File: src/design/csq_pkg.sv
// Package for the counting semaphore wait queue unit: request kinds, status codes,
// count bounds, register map and the controller/datapath command and status structs.
// No dependencies.
`timescale 1ns / 1ps

package csq_pkg;

  localparam int KIND_W   = 3;
  localparam int TID_W    = 8;
  localparam int STATUS_W = 2;
  localparam int COUNT_W  = 16;
  localparam int INIT_W   = 15;

  typedef logic [KIND_W-1:0]   kind_t;
  typedef logic [STATUS_W-1:0] status_t;

  localparam kind_t KIND_OPEN     = 3'd0;
  localparam kind_t KIND_WAIT     = 3'd1;
  localparam kind_t KIND_SIGNAL   = 3'd2;
  localparam kind_t KIND_TRY_WAIT = 3'd3;
  localparam kind_t KIND_CLOSE    = 3'd4;

  localparam status_t STATUS_OK       = 2'd0;
  localparam status_t STATUS_TRY_FAIL = 2'd1;
  localparam status_t STATUS_BLOCKED  = 2'd2;
  localparam status_t STATUS_ERROR    = 2'd3;

  localparam logic signed [COUNT_W-1:0] COUNT_MAX = 16'sh7FFF;
  localparam logic signed [COUNT_W-1:0] COUNT_MIN = 16'sh8000;

  // APB register map: byte address 4*i, so the register index is paddr[2].
  localparam int CFG_ADDR_W = 3;
  localparam int CFG_DATA_W = 32;
  localparam logic REG_INITIAL_COUNT = 1'b0;

  typedef struct packed {
    logic capture;   // latch the accepted request
    logic exec;      // carry out the latched request and load one result
    logic pop_close; // release the oldest waiter on behalf of close
  } csq_cmd_t;

  typedef struct packed {
    logic out_free;     // result register is empty or being taken
    logic drain_needed; // latched request is a close with threads waiting
    logic waiting_one;  // exactly one thread waits
  } csq_stat_t;

endpackage

File: src/design/csq_ifs.sv
// Valid/ready channel interfaces for the request and result transactions.
// Depends on csq_pkg for field widths.
`timescale 1ns / 1ps

interface csq_req_if
  import csq_pkg::*;
();
  logic              valid;
  logic              ready;
  logic [KIND_W-1:0] kind;
  logic [TID_W-1:0]  thread_id;

  modport source (output valid, kind, thread_id, input ready);
  modport sink   (input valid, kind, thread_id, output ready);
endinterface

interface csq_rsp_if
  import csq_pkg::*;
();
  logic                valid;
  logic                ready;
  logic [STATUS_W-1:0] status;
  logic                woken_valid;
  logic [TID_W-1:0]    woken_thread;
  logic                woken_by_close;
  logic                last;

  modport source (output valid, status, woken_valid, woken_thread, woken_by_close, last,
                  input ready);
  modport sink   (input valid, status, woken_valid, woken_thread, woken_by_close, last,
                  output ready);
endinterface

File: src/design/csq_ctrl.sv
// Controller state machine of the semaphore unit: accepts requests and sequences
// execution and the close drain. Depends on csq_pkg.
`timescale 1ns / 1ps

module csq_ctrl
  import csq_pkg::*;
(
  input  logic      clk,
  input  logic      rst,
  input  logic      in_valid,
  output logic      in_ready,
  input  csq_stat_t stat,
  output csq_cmd_t  cmd
);

  typedef enum logic [2:0] {
    ST_IDLE  = 3'b001,
    ST_EXEC  = 3'b010,
    ST_DRAIN = 3'b100
  } state_t;

  state_t state;
  state_t state_next;

  always_ff @(posedge clk) begin
    if (rst) begin
      state <= ST_IDLE;
    end else begin
      state <= state_next;
    end
  end

  always_comb begin
    state_next = state;
    cmd        = '0;
    in_ready   = 1'b0;
    unique case (state)
      ST_IDLE: begin
        in_ready = 1'b1;
        if (in_valid) begin
          cmd.capture = 1'b1;
          state_next  = ST_EXEC;
        end
      end
      ST_EXEC: begin
        if (stat.out_free) begin
          if (stat.drain_needed) begin
            cmd.pop_close = 1'b1;
            state_next    = stat.waiting_one ? ST_IDLE : ST_DRAIN;
          end else begin
            cmd.exec   = 1'b1;
            state_next = ST_IDLE;
          end
        end
      end
      ST_DRAIN: begin
        if (stat.out_free) begin
          cmd.pop_close = 1'b1;
          if (stat.waiting_one) begin
            state_next = ST_IDLE;
          end
        end
      end
      default: begin
        state_next = ST_IDLE;
      end
    endcase
  end

endmodule

File: src/design/csq_datapath.sv
// Datapath of the semaphore unit: count, wait queue memory with head/tail pointers,
// latched request and result register. Depends on csq_pkg.
`timescale 1ns / 1ps

module csq_datapath
  import csq_pkg::*;
#(
  parameter int QUEUE_DEPTH    = 16,
  parameter int THREAD_ID_BITS = 8
) (
  input  logic                clk,
  input  logic                rst,
  input  csq_cmd_t            cmd,
  output csq_stat_t           stat,
  input  logic [INIT_W-1:0]   initial_count,
  input  logic [KIND_W-1:0]   in_kind,
  input  logic [TID_W-1:0]    in_thread_id,
  output logic                out_valid,
  input  logic                out_ready,
  output logic [STATUS_W-1:0] out_status,
  output logic                out_woken_valid,
  output logic [TID_W-1:0]    out_woken_thread,
  output logic                out_woken_by_close,
  output logic                out_last
);

  localparam int PTR_W  = (QUEUE_DEPTH > 1) ? $clog2(QUEUE_DEPTH) : 1;
  localparam int WAIT_W = $clog2(QUEUE_DEPTH + 1);
  localparam logic [PTR_W-1:0]  PTR_LAST   = PTR_W'(QUEUE_DEPTH - 1);
  localparam logic [WAIT_W-1:0] WAIT_FULL  = WAIT_W'(QUEUE_DEPTH);
  localparam logic [WAIT_W-1:0] WAIT_ONE   = WAIT_W'(1);

  // Architectural state.
  logic signed [COUNT_W-1:0] count;
  logic [PTR_W-1:0]          head;
  logic [PTR_W-1:0]          tail;
  logic [WAIT_W-1:0]         waiting;
  logic                      is_open;

  logic signed [COUNT_W-1:0] count_next;
  logic [PTR_W-1:0]          head_next;
  logic [PTR_W-1:0]          tail_next;
  logic [WAIT_W-1:0]         waiting_next;
  logic                      is_open_next;

  // Wait queue memory; the read port follows the next head so the oldest waiter
  // is always registered and ready.
  logic [THREAD_ID_BITS-1:0] queue_mem [QUEUE_DEPTH];
  logic [THREAD_ID_BITS-1:0] rd_data;
  logic                      mem_we;

  // Latched request.
  kind_t                     req_kind;
  logic [THREAD_ID_BITS-1:0] req_tid;

  // Result being built.
  logic    load_res;
  status_t res_status;
  logic    res_woken_valid;
  logic    res_woken_by_close;
  logic    res_last;
  logic    res_use_rd;

  logic signed [COUNT_W-1:0]       count_inc;
  logic signed [COUNT_W-1:0]       count_dec;
  logic signed [COUNT_W-1:0]       count_init;
  logic [PTR_W-1:0]                head_adv;
  logic [PTR_W-1:0]                tail_adv;
  logic [THREAD_ID_BITS+TID_W-1:0] tid_ext;
  logic [THREAD_ID_BITS+TID_W-1:0] rd_ext;

  assign tid_ext    = {{THREAD_ID_BITS{1'b0}}, in_thread_id};
  assign rd_ext     = {{TID_W{1'b0}}, rd_data};
  assign count_inc  = (count < COUNT_MAX) ? count + 16'sd1 : count;
  assign count_dec  = (count > COUNT_MIN) ? count - 16'sd1 : count;
  assign count_init = signed'({1'b0, initial_count});
  assign head_adv   = (head == PTR_LAST) ? '0 : head + PTR_W'(1);
  assign tail_adv   = (tail == PTR_LAST) ? '0 : tail + PTR_W'(1);

  assign stat.out_free     = !out_valid || out_ready;
  assign stat.drain_needed = (req_kind == KIND_CLOSE) && is_open && (waiting != '0);
  assign stat.waiting_one  = (waiting == WAIT_ONE);

  always_comb begin
    count_next         = count;
    head_next          = head;
    tail_next          = tail;
    waiting_next       = waiting;
    is_open_next       = is_open;
    mem_we             = 1'b0;
    load_res           = 1'b0;
    res_status         = STATUS_OK;
    res_woken_valid    = 1'b0;
    res_woken_by_close = 1'b0;
    res_last           = 1'b1;
    res_use_rd         = 1'b0;

    if (cmd.pop_close) begin
      load_res           = 1'b1;
      res_woken_valid    = 1'b1;
      res_woken_by_close = 1'b1;
      res_use_rd         = 1'b1;
      res_last           = (waiting == WAIT_ONE);
      head_next          = head_adv;
      waiting_next       = waiting - WAIT_W'(1);
      if (waiting == WAIT_ONE) begin
        head_next    = '0;
        tail_next    = '0;
        is_open_next = 1'b0;
      end
    end else if (cmd.exec) begin
      load_res = 1'b1;
      if (req_kind == KIND_OPEN) begin
        count_next   = count_init;
        head_next    = '0;
        tail_next    = '0;
        waiting_next = '0;
        is_open_next = 1'b1;
      end else if (!is_open) begin
        res_status = STATUS_ERROR;
      end else begin
        unique case (req_kind)
          KIND_WAIT: begin
            if (count <= 16'sd0) begin
              if (waiting == WAIT_FULL) begin
                res_status = STATUS_ERROR;
              end else begin
                count_next   = count_dec;
                mem_we       = 1'b1;
                tail_next    = tail_adv;
                waiting_next = waiting + WAIT_W'(1);
                res_status   = STATUS_BLOCKED;
              end
            end else begin
              count_next = count - 16'sd1;
            end
          end
          KIND_SIGNAL: begin
            count_next = count_inc;
            if ((count_inc <= 16'sd0) && (waiting != '0)) begin
              head_next       = head_adv;
              waiting_next    = waiting - WAIT_W'(1);
              res_woken_valid = 1'b1;
              res_use_rd      = 1'b1;
            end
          end
          KIND_TRY_WAIT: begin
            if (count >= 16'sd1) begin
              count_next = count - 16'sd1;
            end else begin
              res_status = STATUS_TRY_FAIL;
            end
          end
          KIND_CLOSE: begin
            // Only reached with an empty queue; a close with waiters drains instead.
            head_next    = '0;
            tail_next    = '0;
            is_open_next = 1'b0;
          end
          default: begin
            res_status = STATUS_ERROR;
          end
        endcase
      end
    end
  end

  always_ff @(posedge clk) begin
    if (rst) begin
      count     <= '0;
      head      <= '0;
      tail      <= '0;
      waiting   <= '0;
      is_open   <= 1'b0;
      out_valid <= 1'b0;
    end else begin
      count   <= count_next;
      head    <= head_next;
      tail    <= tail_next;
      waiting <= waiting_next;
      is_open <= is_open_next;
      if (load_res) begin
        out_valid <= 1'b1;
      end else if (out_ready) begin
        out_valid <= 1'b0;
      end
    end
  end

  always_ff @(posedge clk) begin
    if (mem_we) begin
      queue_mem[tail] <= req_tid;
    end
    rd_data <= queue_mem[head_next];
  end

  always_ff @(posedge clk) begin
    if (cmd.capture) begin
      req_kind <= in_kind;
      req_tid  <= tid_ext[THREAD_ID_BITS-1:0];
    end
    if (load_res) begin
      out_status         <= res_status;
      out_woken_valid    <= res_woken_valid;
      out_woken_thread   <= res_use_rd ? rd_ext[TID_W-1:0] : '0;
      out_woken_by_close <= res_woken_by_close;
      out_last           <= res_last;
    end
  end

endmodule

File: src/design/counting_semaphore_wait_queue_unit.sv
// A request is accepted only while the unit is idle; the next one waits until its result is loaded.
// A close that releases n waiters offers n results, one per cycle while the result channel takes them.
// Requests are sequenced by the controller: an accept step, then one execute step per result.
// A stalled result transaction holds the unit in its execute step until it is taken.
// Reset (rst, synchronous, active high) clears count, pointers, waiting count, open flag,
// the controller state and initial_count; queue memory contents are left as they are.
`timescale 1ns / 1ps

module counting_semaphore_wait_queue_unit
  import csq_pkg::*;
#(
  parameter int QUEUE_DEPTH    = 16,
  parameter int THREAD_ID_BITS = 8
) (
  input  logic                  clk,
  input  logic                  rst,
  csq_req_if.sink               req,
  csq_rsp_if.source             rsp,
  input  logic                  psel,
  input  logic                  penable,
  input  logic                  pwrite,
  input  logic [CFG_ADDR_W-1:0] paddr,
  input  logic [CFG_DATA_W-1:0] pwdata,
  output logic [CFG_DATA_W-1:0] prdata,
  output logic                  pready
);

  // The configuration register. Writes land on the access cycle; a write to an
  // unmapped register index is dropped.
  logic [INIT_W-1:0] initial_count;
  logic              cfg_write;

  assign pready    = 1'b1;
  assign cfg_write = psel && penable && pwrite && pready;

  always_ff @(posedge clk) begin
    if (rst) begin
      initial_count <= '0;
    end else if (cfg_write && (paddr[2] == REG_INITIAL_COUNT)) begin
      initial_count <= pwdata[INIT_W-1:0];
    end
  end

  // Reads return the register value, zero elsewhere.
  always_comb begin
    prdata = '0;
    if (paddr[2] == REG_INITIAL_COUNT) begin
      prdata = {{(CFG_DATA_W - INIT_W){1'b0}}, initial_count};
    end
  end

  // The controller sequences each request; the datapath holds the semaphore,
  // the wait queue and the result register that parts the two channel sides.
  csq_cmd_t  cmd;
  csq_stat_t stat;

  csq_ctrl u_ctrl (
    .clk      (clk),
    .rst      (rst),
    .in_valid (req.valid),
    .in_ready (req.ready),
    .stat     (stat),
    .cmd      (cmd)
  );

  csq_datapath #(
    .QUEUE_DEPTH    (QUEUE_DEPTH),
    .THREAD_ID_BITS (THREAD_ID_BITS)
  ) u_datapath (
    .clk                (clk),
    .rst                (rst),
    .cmd                (cmd),
    .stat               (stat),
    .initial_count      (initial_count),
    .in_kind            (req.kind),
    .in_thread_id       (req.thread_id),
    .out_valid          (rsp.valid),
    .out_ready          (rsp.ready),
    .out_status         (rsp.status),
    .out_woken_valid    (rsp.woken_valid),
    .out_woken_thread   (rsp.woken_thread),
    .out_woken_by_close (rsp.woken_by_close),
    .out_last           (rsp.last)
  );

endmodule

File: src/flat_wrapper.sv
// flat-port wrapper written by rule: the top's interface ports become plain ports
module counting_semaphore_wait_queue_unit_flat import csq_pkg::*;
#(
  parameter int QUEUE_DEPTH    = 16,
  parameter int THREAD_ID_BITS = 8
)
  (clk, rst, psel, penable, pwrite, paddr, pwdata, prdata, pready, req_valid, req_kind, req_thread_id, req_ready, rsp_valid, rsp_status, rsp_woken_valid, rsp_woken_thread, rsp_woken_by_close, rsp_last, rsp_ready);
  csq_req_if req_i ();
  csq_rsp_if rsp_i ();
  input  logic clk;
  input  logic rst;
  input  logic psel;
  input  logic penable;
  input  logic pwrite;
  input  logic [CFG_ADDR_W-1:0] paddr;
  input  logic [CFG_DATA_W-1:0] pwdata;
  output logic [CFG_DATA_W-1:0] prdata;
  output logic pready;
  input wire logic [$bits(req_i.valid)-1:0] req_valid;
  input wire logic [$bits(req_i.kind)-1:0] req_kind;
  input wire logic [$bits(req_i.thread_id)-1:0] req_thread_id;
  output wire logic [$bits(req_i.ready)-1:0] req_ready;
  output wire logic [$bits(rsp_i.valid)-1:0] rsp_valid;
  output wire logic [$bits(rsp_i.status)-1:0] rsp_status;
  output wire logic [$bits(rsp_i.woken_valid)-1:0] rsp_woken_valid;
  output wire logic [$bits(rsp_i.woken_thread)-1:0] rsp_woken_thread;
  output wire logic [$bits(rsp_i.woken_by_close)-1:0] rsp_woken_by_close;
  output wire logic [$bits(rsp_i.last)-1:0] rsp_last;
  input wire logic [$bits(rsp_i.ready)-1:0] rsp_ready;
  assign req_i.valid = req_valid;
  assign req_i.kind = req_kind;
  assign req_i.thread_id = req_thread_id;
  assign req_ready = req_i.ready;
  assign rsp_valid = rsp_i.valid;
  assign rsp_status = rsp_i.status;
  assign rsp_woken_valid = rsp_i.woken_valid;
  assign rsp_woken_thread = rsp_i.woken_thread;
  assign rsp_woken_by_close = rsp_i.woken_by_close;
  assign rsp_last = rsp_i.last;
  assign rsp_i.ready = rsp_ready;
  counting_semaphore_wait_queue_unit #(.QUEUE_DEPTH(QUEUE_DEPTH), .THREAD_ID_BITS(THREAD_ID_BITS)) u_core (.clk(clk), .rst(rst), .req(req_i), .rsp(rsp_i), .psel(psel), .penable(penable), .pwrite(pwrite), .paddr(paddr), .pwdata(pwdata), .prdata(prdata), .pready(pready));
endmodule
File: config.mk
export PLATFORM = sky130hd
export DESIGN_NAME = counting_semaphore_wait_queue_unit_flat
export DESIGN_NICKNAME = d
export VERILOG_FILES = /design/src/design/csq_pkg.sv /design/src/design/csq_ifs.sv /design/src/design/csq_ctrl.sv /design/src/design/csq_datapath.sv /design/src/design/counting_semaphore_wait_queue_unit.sv /design/src/flat_wrapper.sv
export SDC_FILE = /design/constraint.sdc
export NUM_CORES = 1
export LEC_CHECK = 0
export BUFFER_PORTS_ARGS = -buffer_cell sky130_fd_sc_hd__buf_2
export CAP_MARGIN = 20
export CORE_MARGIN = 8
export CORE_UTILIZATION = 57
export DETAILED_ROUTE_END_ITERATION = 8
export PLACE_DENSITY_LB_ADDON = 0.3
export REMOVE_ABC_BUFFERS = 1
export SYNTH_ARGS = -nofsm -noshare
export SYNTH_HDL_FRONTEND = slang
export SYNTH_SLANG_ARGS = --single-unit
File: constraint.sdc
create_clock -name clk -period 7.6 [get_ports clk]
set_clock_uncertainty 0.1 [all_clocks]
set_input_delay 1.9 -clock clk [delete_from_list [all_inputs] [get_ports clk]]
set_output_delay 1.9 -clock clk [all_outputs]
set_load 0.02 [all_outputs]
==> results of run 1 <==
cells by family after synthesis:
| kind of cell | count (synthesis) |
|---|---|
| adder cells (fa/ha/maj) | 14 |
| other | 2 |
| AND/OR/NAND/NOR | 390 |
| multiplexers | 14 |
| AO/OA/AOI/OAI | 256 |
| flip-flops | 209 |
| buffers and inverters | 112 |
| XOR/XNOR | 13 |
through the flow:
| step | utilization, % | instances |
|---|---|---|
| floorplan | - | 934 |
| global placement | 59.2 | 1234 |
| detailed placement | 59.2 | 1234 |
| CTS | 63.3 | 1274 |
| global route | 63.5 | 1276 |
| finish | 63.5 | 1276 |
sequential cells by signal, summed over array words and instances (netlist names):
name / count
u_core.u_datapath.out_status: 2
u_core.u_datapath.out_woken_thread: 8
u_core.u_datapath.count: 16
u_core.u_datapath.req_kind: 3
u_core.u_datapath.is_open: 1
u_core.u_datapath.out_valid: 1
u_core.u_datapath.req_tid: 8
u_core.u_ctrl.state: 3
u_core.u_datapath.out_last: 1
u_core.u_datapath.tail: 4
u_core.u_datapath.queue_mem: 128
u_core.u_datapath.out_woken_valid: 1
u_core.initial_count: 15
u_core.u_datapath.head: 4
u_core.u_datapath.waiting: 5
u_core.u_datapath.rd_data: 8
u_core.u_datapath.out_woken_by_close: 1
critical path, cell delays in order (launching register included):
cell	delay (ns)
dfxtp_1	0.57
ha_1	0.37
nand3_1	0.32
nor4_1	0.51
mux2_2	0.41
a2111oi_1	0.53
a31oi_2	0.32
o221ai_1	0.94
a21oi_1	0.39
a32oi_1	0.56
o221ai_1	0.23
final timing paths:
check                                 end  slack [ns]  cells after the start
max          u_core.u_datapath.rd_data[4]        2.16                     10
min              u_core.initial_count[10]        0.37                      2
max reg2reg  u_core.u_datapath.rd_data[4]        2.16                     10
min reg2reg      u_core.initial_count[10]        0.37                      2
report_power, final:
| part | internal (µW) | switching [µW] |
|---|---|---|
| sequential | 1240 | 29.7 |
| combinational | 52.3 | 97.7 |
| clock | 640 | 435 |
layout by cell type (no fill, tap or decap), drive strengths merged, types with 4 or more instances in the layout:
cell,n
buf,73
mux2i,9
dfxtp,57
clkinv,8
conb,18
xor2,5
nand4,16
o221ai,10
ha,12
mux2,5
nor4,10
nor2,62
or2,5
xnor2,8
a22oi,8
nand2,125
clkbuf,28
nor3b,4
and4b,4
nand3,70
a31oi,5
nor3,24
a32o,18
a32oi,17
nor2b,23
o31ai,6
nand2b,6
a21oi,67
inv,21
or3,8
a2111oi,4
edfxtp,152
a211oi,16
o21ai,74
and2,16
and3,5
routing by layer:
metal	up-vias	GRT usage [%]	wire (µm)
li1	3790	-	-
met1	3939	32.0	10900
met2	413	35.8	11800
met3	47	3.94	2630
met4	2	5.35	444
met5	-	0	13
area by class of cell:
cell class | instances | area [µm²] | share of cell area (%)
Sequential cell | 209 | 5710 | 50.4
Multi-Input combinational cell | 705 | 4130 | 36.4
Clock buffer | 28 | 614 | 5.42
Timing Repair Buffer | 73 | 408 | 3.60
Tap cell | 229 | 287 | 2.53
Clock inverter | 12 | 113 | 0.994
Inverter | 20 | 75.1 | 0.663
==> summary.txt, run 1 <==
Worst setup path
  – Critical Path Fanout Max: 13
  – CP required: around 7.8 ns
  – Worst Setup SP: u_core.u_datapath.count[0]
  – Startpoint types: register
  – Worst Setup Path Type: register to register
  – Worst Setup End Kind: register
  – WP data arrival: 5.67 ns
  – Reg-to-reg startpoint: u_core.u_datapath.count[0]

Placed design
  – HPWL Detailed: about 17000 µm
  – RePlAce Congestion: 0.910
  – Place WS: between 1.5 and 2 ns
  – I/O Buffers: 63
  – Placed Area: 0.0106 mm²

Yosys
  – Ys Warns: 0
  – Compound-gate portion of the synthesized area: 16.4%
  – Main synth FF type: edfxtp_1
  – Ranking of synthesized cells by area: edfxtp_1 44%, dfxtp_1 11%, nand2_1 4.5%, o21ai_0 3.4%, nand3_1 3.4%
  – Seq/Total Area, Yosys: 55.3%
  – Ys async rst share: 0%
  – Simple-Gate Fraction of Synth Area: 18.7%
  – Most frequent cell after synthesis: edfxtp_1
  – Synth Instances: 1010
  – Share of the synthesized area in the top cell type: 44.3%
  – Synth Cell Area: roughly 0.010 mm²
  – Synth Area in Adders: 1.65%
  – Syn_area_per_cell: approximately 10 µm²
  – Netlist cell types: 75
  – Cell taking the most area after synthesis: edfxtp_1
  – Mux cell area share after synthesis: 1.46%
  – Xor and xnor area share after synthesis: 1.10%
  – Largest family of logic cells by synthesized area: simple AND/OR/NAND/NOR gates
  – Post-synth EDFFs: 152
  – Synth cell count leaders: 152 x edfxtp_1, 125 x nand2_1, 71 x o21ai_0
  – Seq cells post-synth: 209

Routing
  – Final wirelength: 25800 µm
  – Drt initial violations: 990
  – Pre-Repair DR Iteration Count: 6
  – Antenna-violating nets left: 0
  – Post-DR wirelength/cell: 20.2 µm
  – Vias/cell: 6.42
  – DR vias: 8191
  – Drt drc: 0

Timing
  – Hold Slack: 0.374 ns
  – Worst slew margin: 26.9%
  – # setup viols final: 0
  – Worst Tran Pin Value: 1.10 ns
  – Tmin final: 5.44 ns
  – Crit share post-route: just over 70%
  – Fin worst setup slack: 2.16 ns
  – Max Fclk: 0.184 GHz
  – RSZ-0062 raised after global routing: no
  – Fin. max-slew vios: 0
  – Final Hold Viols: 0
  – Setup TNS: 0 ns

CTS
  – TritonCTS clock tree: built
  – Clock-pin transition on the worst setup and hold timing paths: 0.06 ns
  – Hold buffer count at CTS: 0
  – Total CTS buffers: 22
  – Post-CTS sizing: 0
  – Post-CTS Setup Inserts: 0
  – H-Tree Depth: 1
  – CTS Root Cell: clkbuf_16
  – Clk buf depth: 3
  – TritonCTS Sinks: 209
  – Clock latency on the worst-skew pair: 0.51 ns

Power
  – Peak supply drop: 0.000201 V
  – Power Total: 2500 µW
  – Pleak: 0.00394 µW
  – Pwr dens: 220 mW/mm²

Die
  – Die W: 151 µm
  – # IOs: 101
  – Core ar.: roughly 0.018 mm²
  – Row count: 49
  – Height of the die: 151 µm
  – Initial Util: roughly 58%
  – DIE AREA: around 0.023 mm²

Global route
  – Largest net degree at the start of global routing: 52
  – Initial antenna violation count: 1
  – Vias in the first global route: 7764
  – GR Overflow Total: 0
  – Global-route wire length before repair: 41200 µm
  – All-Layer GR Usage: 22.7%

Flow run
  – Max-cap violations: 0

Final layout
  – Layout cell share with drive strength beyond 1: 12.0%
  – Finished Cell Area: 0.0113 mm²
  – Nets@finish: 1096
  – Area Overhead vs Synth: 9.85%
  – # diodes: 0
  – Fill cells: 1451

Status
  – Outcome: complete, no violations

Min path
  – Hold WC Path Type: register to register
  – Hold path startpoint: u_core.initial_count[10]
Note: power is estimated with default switching activity, not from simulation.
==> run 2: changes to the inputs <==
- clock period: 7.6 -> 5.2 ns (I/O delays scaled with it)
==> summary.txt, run 2 (synthesis results as in run 1) <==
Global route
  – Global-route wire length before repair: 41500 µm (+0.84%)
  – GR Overflow Total: 0 (unchanged)
  – All-Layer GR Usage: 23.1% (+0.42 points)
  – Largest net degree at the start of global routing: 52 (unchanged)
  – Vias in the first global route: 7790 (+0.33%)
  – Initial antenna violation count: 0 (-1)

Power
  – Power Total: 3600 µW (+44%)
  – Pleak: 0.00405 µW (+2.8%)
  – Pwr dens: 314 mW/mm² (+43%)
  – Clock network power share: 42.3% (-0.8 points)
  – Sw frac: 23.5% (+1.0 points)
  – Gate power share: 6.1% (about the same)
  – Internal cell power: 2760 µW (+43%)
  – Peak supply drop: 0.000236 V (+18%)
  – Net switching power: 848 µW (+51%)
  – Flop pwr share: 51.6% (+0.7 points)

CTS
  – Hold buffer count at CTS: 0 (unchanged)
  – TritonCTS clock tree: built
  – Total CTS buffers: 22 (unchanged)
  – CTS Root Cell: clkbuf_16
  – Clock latency on the worst-skew pair: 0.51 ns (about the same)
  – TritonCTS Sinks: 209 (unchanged)
  – Post-CTS Setup Inserts: 0 (unchanged)
  – H-Tree Depth: 1 (unchanged)
  – Clk buf depth: 3 (unchanged)
  – Post-CTS sizing: 0 (unchanged)
  – Clock-pin transition on the worst setup and hold timing paths: 0.06 ns (about the same)

Worst setup path
  – Reg-to-reg startpoint: u_core.u_datapath.count[11]
  – CP peak stage delay: 0.60 ns (-0.34 ns)
  – Worst Setup Path Type: register to register
  – Critical-path cell list: nand3_1, nor4_1, mux2_2, a2111oi_1, a31oi_2, and2_1, o21ai_0, a211oi_1, a32oi_1, o221ai_1
  – Worst Setup End Kind: register
  – Worst Setup SP: u_core.u_datapath.count[11]
  – Startpoint types: register
  – Flop2flop setup slack: 0.56 ns (-1.60 ns)
  – Critical Path Fanout Max: 32 (+19)
  – Worst-case reg-to-reg path depth: 10 (unchanged)
  – Critical Path End: u_core.u_datapath.rd_data[5]
  – CP top delay family: compound AO/OA/AOI/OAI gates
  – CP max stage cell: dfxtp_1
  – FF-to-FF End: u_core.u_datapath.rd_data[5]
  – CP bufs+invs: 0 (unchanged)
  – Critical path depth: 10 (unchanged)
  – CP required: 5.46 ns (-2.37 ns)
  – WP data arrival: 4.90 ns (-0.77 ns)

Placed design
  – HPWL Detailed: 17300 µm (+2.9%)
  – I/O Buffers: 63 (unchanged)
  – RePlAce Congestion: 0.895 (-1.7%)
  – DP Cell Count: 1260 (+2.1%)
  – Place WS: 0.542 ns (-1.39 ns)

Die
  – Die W: 151 µm (unchanged)
  – Height of the die: 151 µm (unchanged)
  – # IOs: 101 (unchanged)
  – Initial Util: 57.8% (unchanged)
  – DIE AREA: 0.0227 mm² (unchanged)
  – Core ar.: 0.0178 mm² (unchanged)
  – Row count: 49 (unchanged)

Final layout
  – # diodes: 0 (unchanged)
  – Reg with most FFs: u_core.u_datapath.queue_mem
  – Area Overhead vs Synth: 11.2%
  – Nets@finish: 1120 (+2.2%)
  – Top flop regs: u_core.u_datapath.queue_mem (128), u_core.u_datapath.count (16), u_core.initial_count (15)
  – Number of flip-flops in the largest register: 128 (unchanged)
  – Layout cell share with drive strength beyond 1: 14.4% (+2.3 points)
  – Final non-filler cell total: 1300 (+1.9%)
  – Commonest non-fill, non-tap cells in the layout: 152 x edfxtp_1, 125 x nand2_1, 70 x o21ai_0, 70 x nand3_1, 67 x a21oi_1
  – Commonest non-fill, non-tap cell in the layout: edfxtp_1
  – Fill cells: 1424 (-1.9%)

Timing
  – Final Hold Viols: 0 (unchanged)
  – Fin worst setup slack: 0.558 ns (-1.60 ns)
  – RSZ-0062 raised after global routing: no
  – Tmin final: 4.64 ns (-0.799 ns)
  – Worst slew margin: 30.0% (+3.1 points)
  – Crit share post-route: 89.3% (+18 points)
  – # setup viols final: 0 (unchanged)
  – Fin. max-slew vios: 0 (unchanged)
  – Worst Tran Pin Value: 1.05 ns (-0.0466 ns)
  – Max Fclk: 0.215 GHz (+17%)

Routing
  – Post-DR wirelength/cell: 20.3 µm (+0.33%)
  – Metal3 WL: 2780 µm (+5.9%)
  – Pre-Repair DR Iteration Count: 5 (-1)
  – Drt initial violations: 880 (-11%)
  – Antenna-violating nets left: 0 (unchanged)
  – Final wirelength: 26400 µm (+2.2%)
  – Metal-1 WL: 11300 µm (+3.7%)
  – WL met2: 11800 µm (-0.79%)
  – Vias/cell: 6.35 (-1.1%)
  – Max layer used: met4
  – Drt drc: 0 (unchanged)
  – DR vias: 8255 (+0.78%)

Min path
  – Hold WC Path Type: register to register
  – WHS Path Cells: 2 (unchanged)

Status
  – Outcome: complete, no violations

Flow run
  – Max-cap violations: 0 (unchanged)
## run 2: how the worst min path moves through the flow
| stage | startpoint | end | slack [ns] |
|---|---|---|---|
| finish | u_core.initial_count[10] | u_core.initial_count[10] | 0.37 |
| global route | u_core.initial_count[3] | u_core.initial_count[3] | 0.40 |
| CTS | u_core.initial_count[10] | u_core.initial_count[10] | 0.37 |
| detailed placement | u_core.initial_count[10] | u_core.initial_count[10] | 0.36 |
| global placement | u_core.initial_count[10] | u_core.initial_count[10] | 0.35 |
| floorplan | u_core.initial_count[10] | u_core.initial_count[10] | 0.34 |
## run 2: power groups by stage
stage	combinational (µW)	clock, µW	sequential [µW]
detailed placement	214	0	1890
global route	242	1610	1860
floorplan	138	0	1870
global placement	211	0	1890
finish	219	1530	1860
CTS	216	1540	1860
## run 2: area by class of cell
class	instances	area (µm²)	share of cell area [%]
Sequential cell	209	5710	49.7
Timing Repair Buffer	97	571	4.97
Clock inverter	14	121	1.06
Tap cell	229	287	2.50
Multi-Input combinational cell	705	4130	36.0
Inverter	20	75.1	0.654
Clock buffer	26	586	5.10
## run 2: layer usage
metal,global-route usage (%),up-vias
li1,-,3831
met3,4.24,54
met5,0,-
met1,32.5,3950
met2,36.1,420
met4,6.05,0
## run 2: per-stage QoR
| step | hold WS, ns | area, µm² | util, % | setup TNS [ns] |
|---|---|---|---|---|
| 6_report | 0.368 | 11500 | 64.3 | 0 |
| 5_1_grt | 0.400 | 11500 | 64.3 | 0 |
| 4_1_cts | 0.366 | 11500 | 64.3 | 0 |
| 3_5_place_dp | 0.357 | 10800 | 60.3 | 0 |
| 3_3_place_gp | 0.354 | 10800 | 60.3 | 0 |
| 2_1_floorplan | 0.336 | 9900 | - | -15.77 |
## run 2: worst register-to-register path, delay by kind of cell (launching register included)
kind / cells / cell delay [ns]
AO/OA/AOI/OAI: 6 / 1.97
AND/OR/NAND/NOR: 3 / 1.42
flip-flops: 1 / 0.60
multiplexers: 1 / 0.41
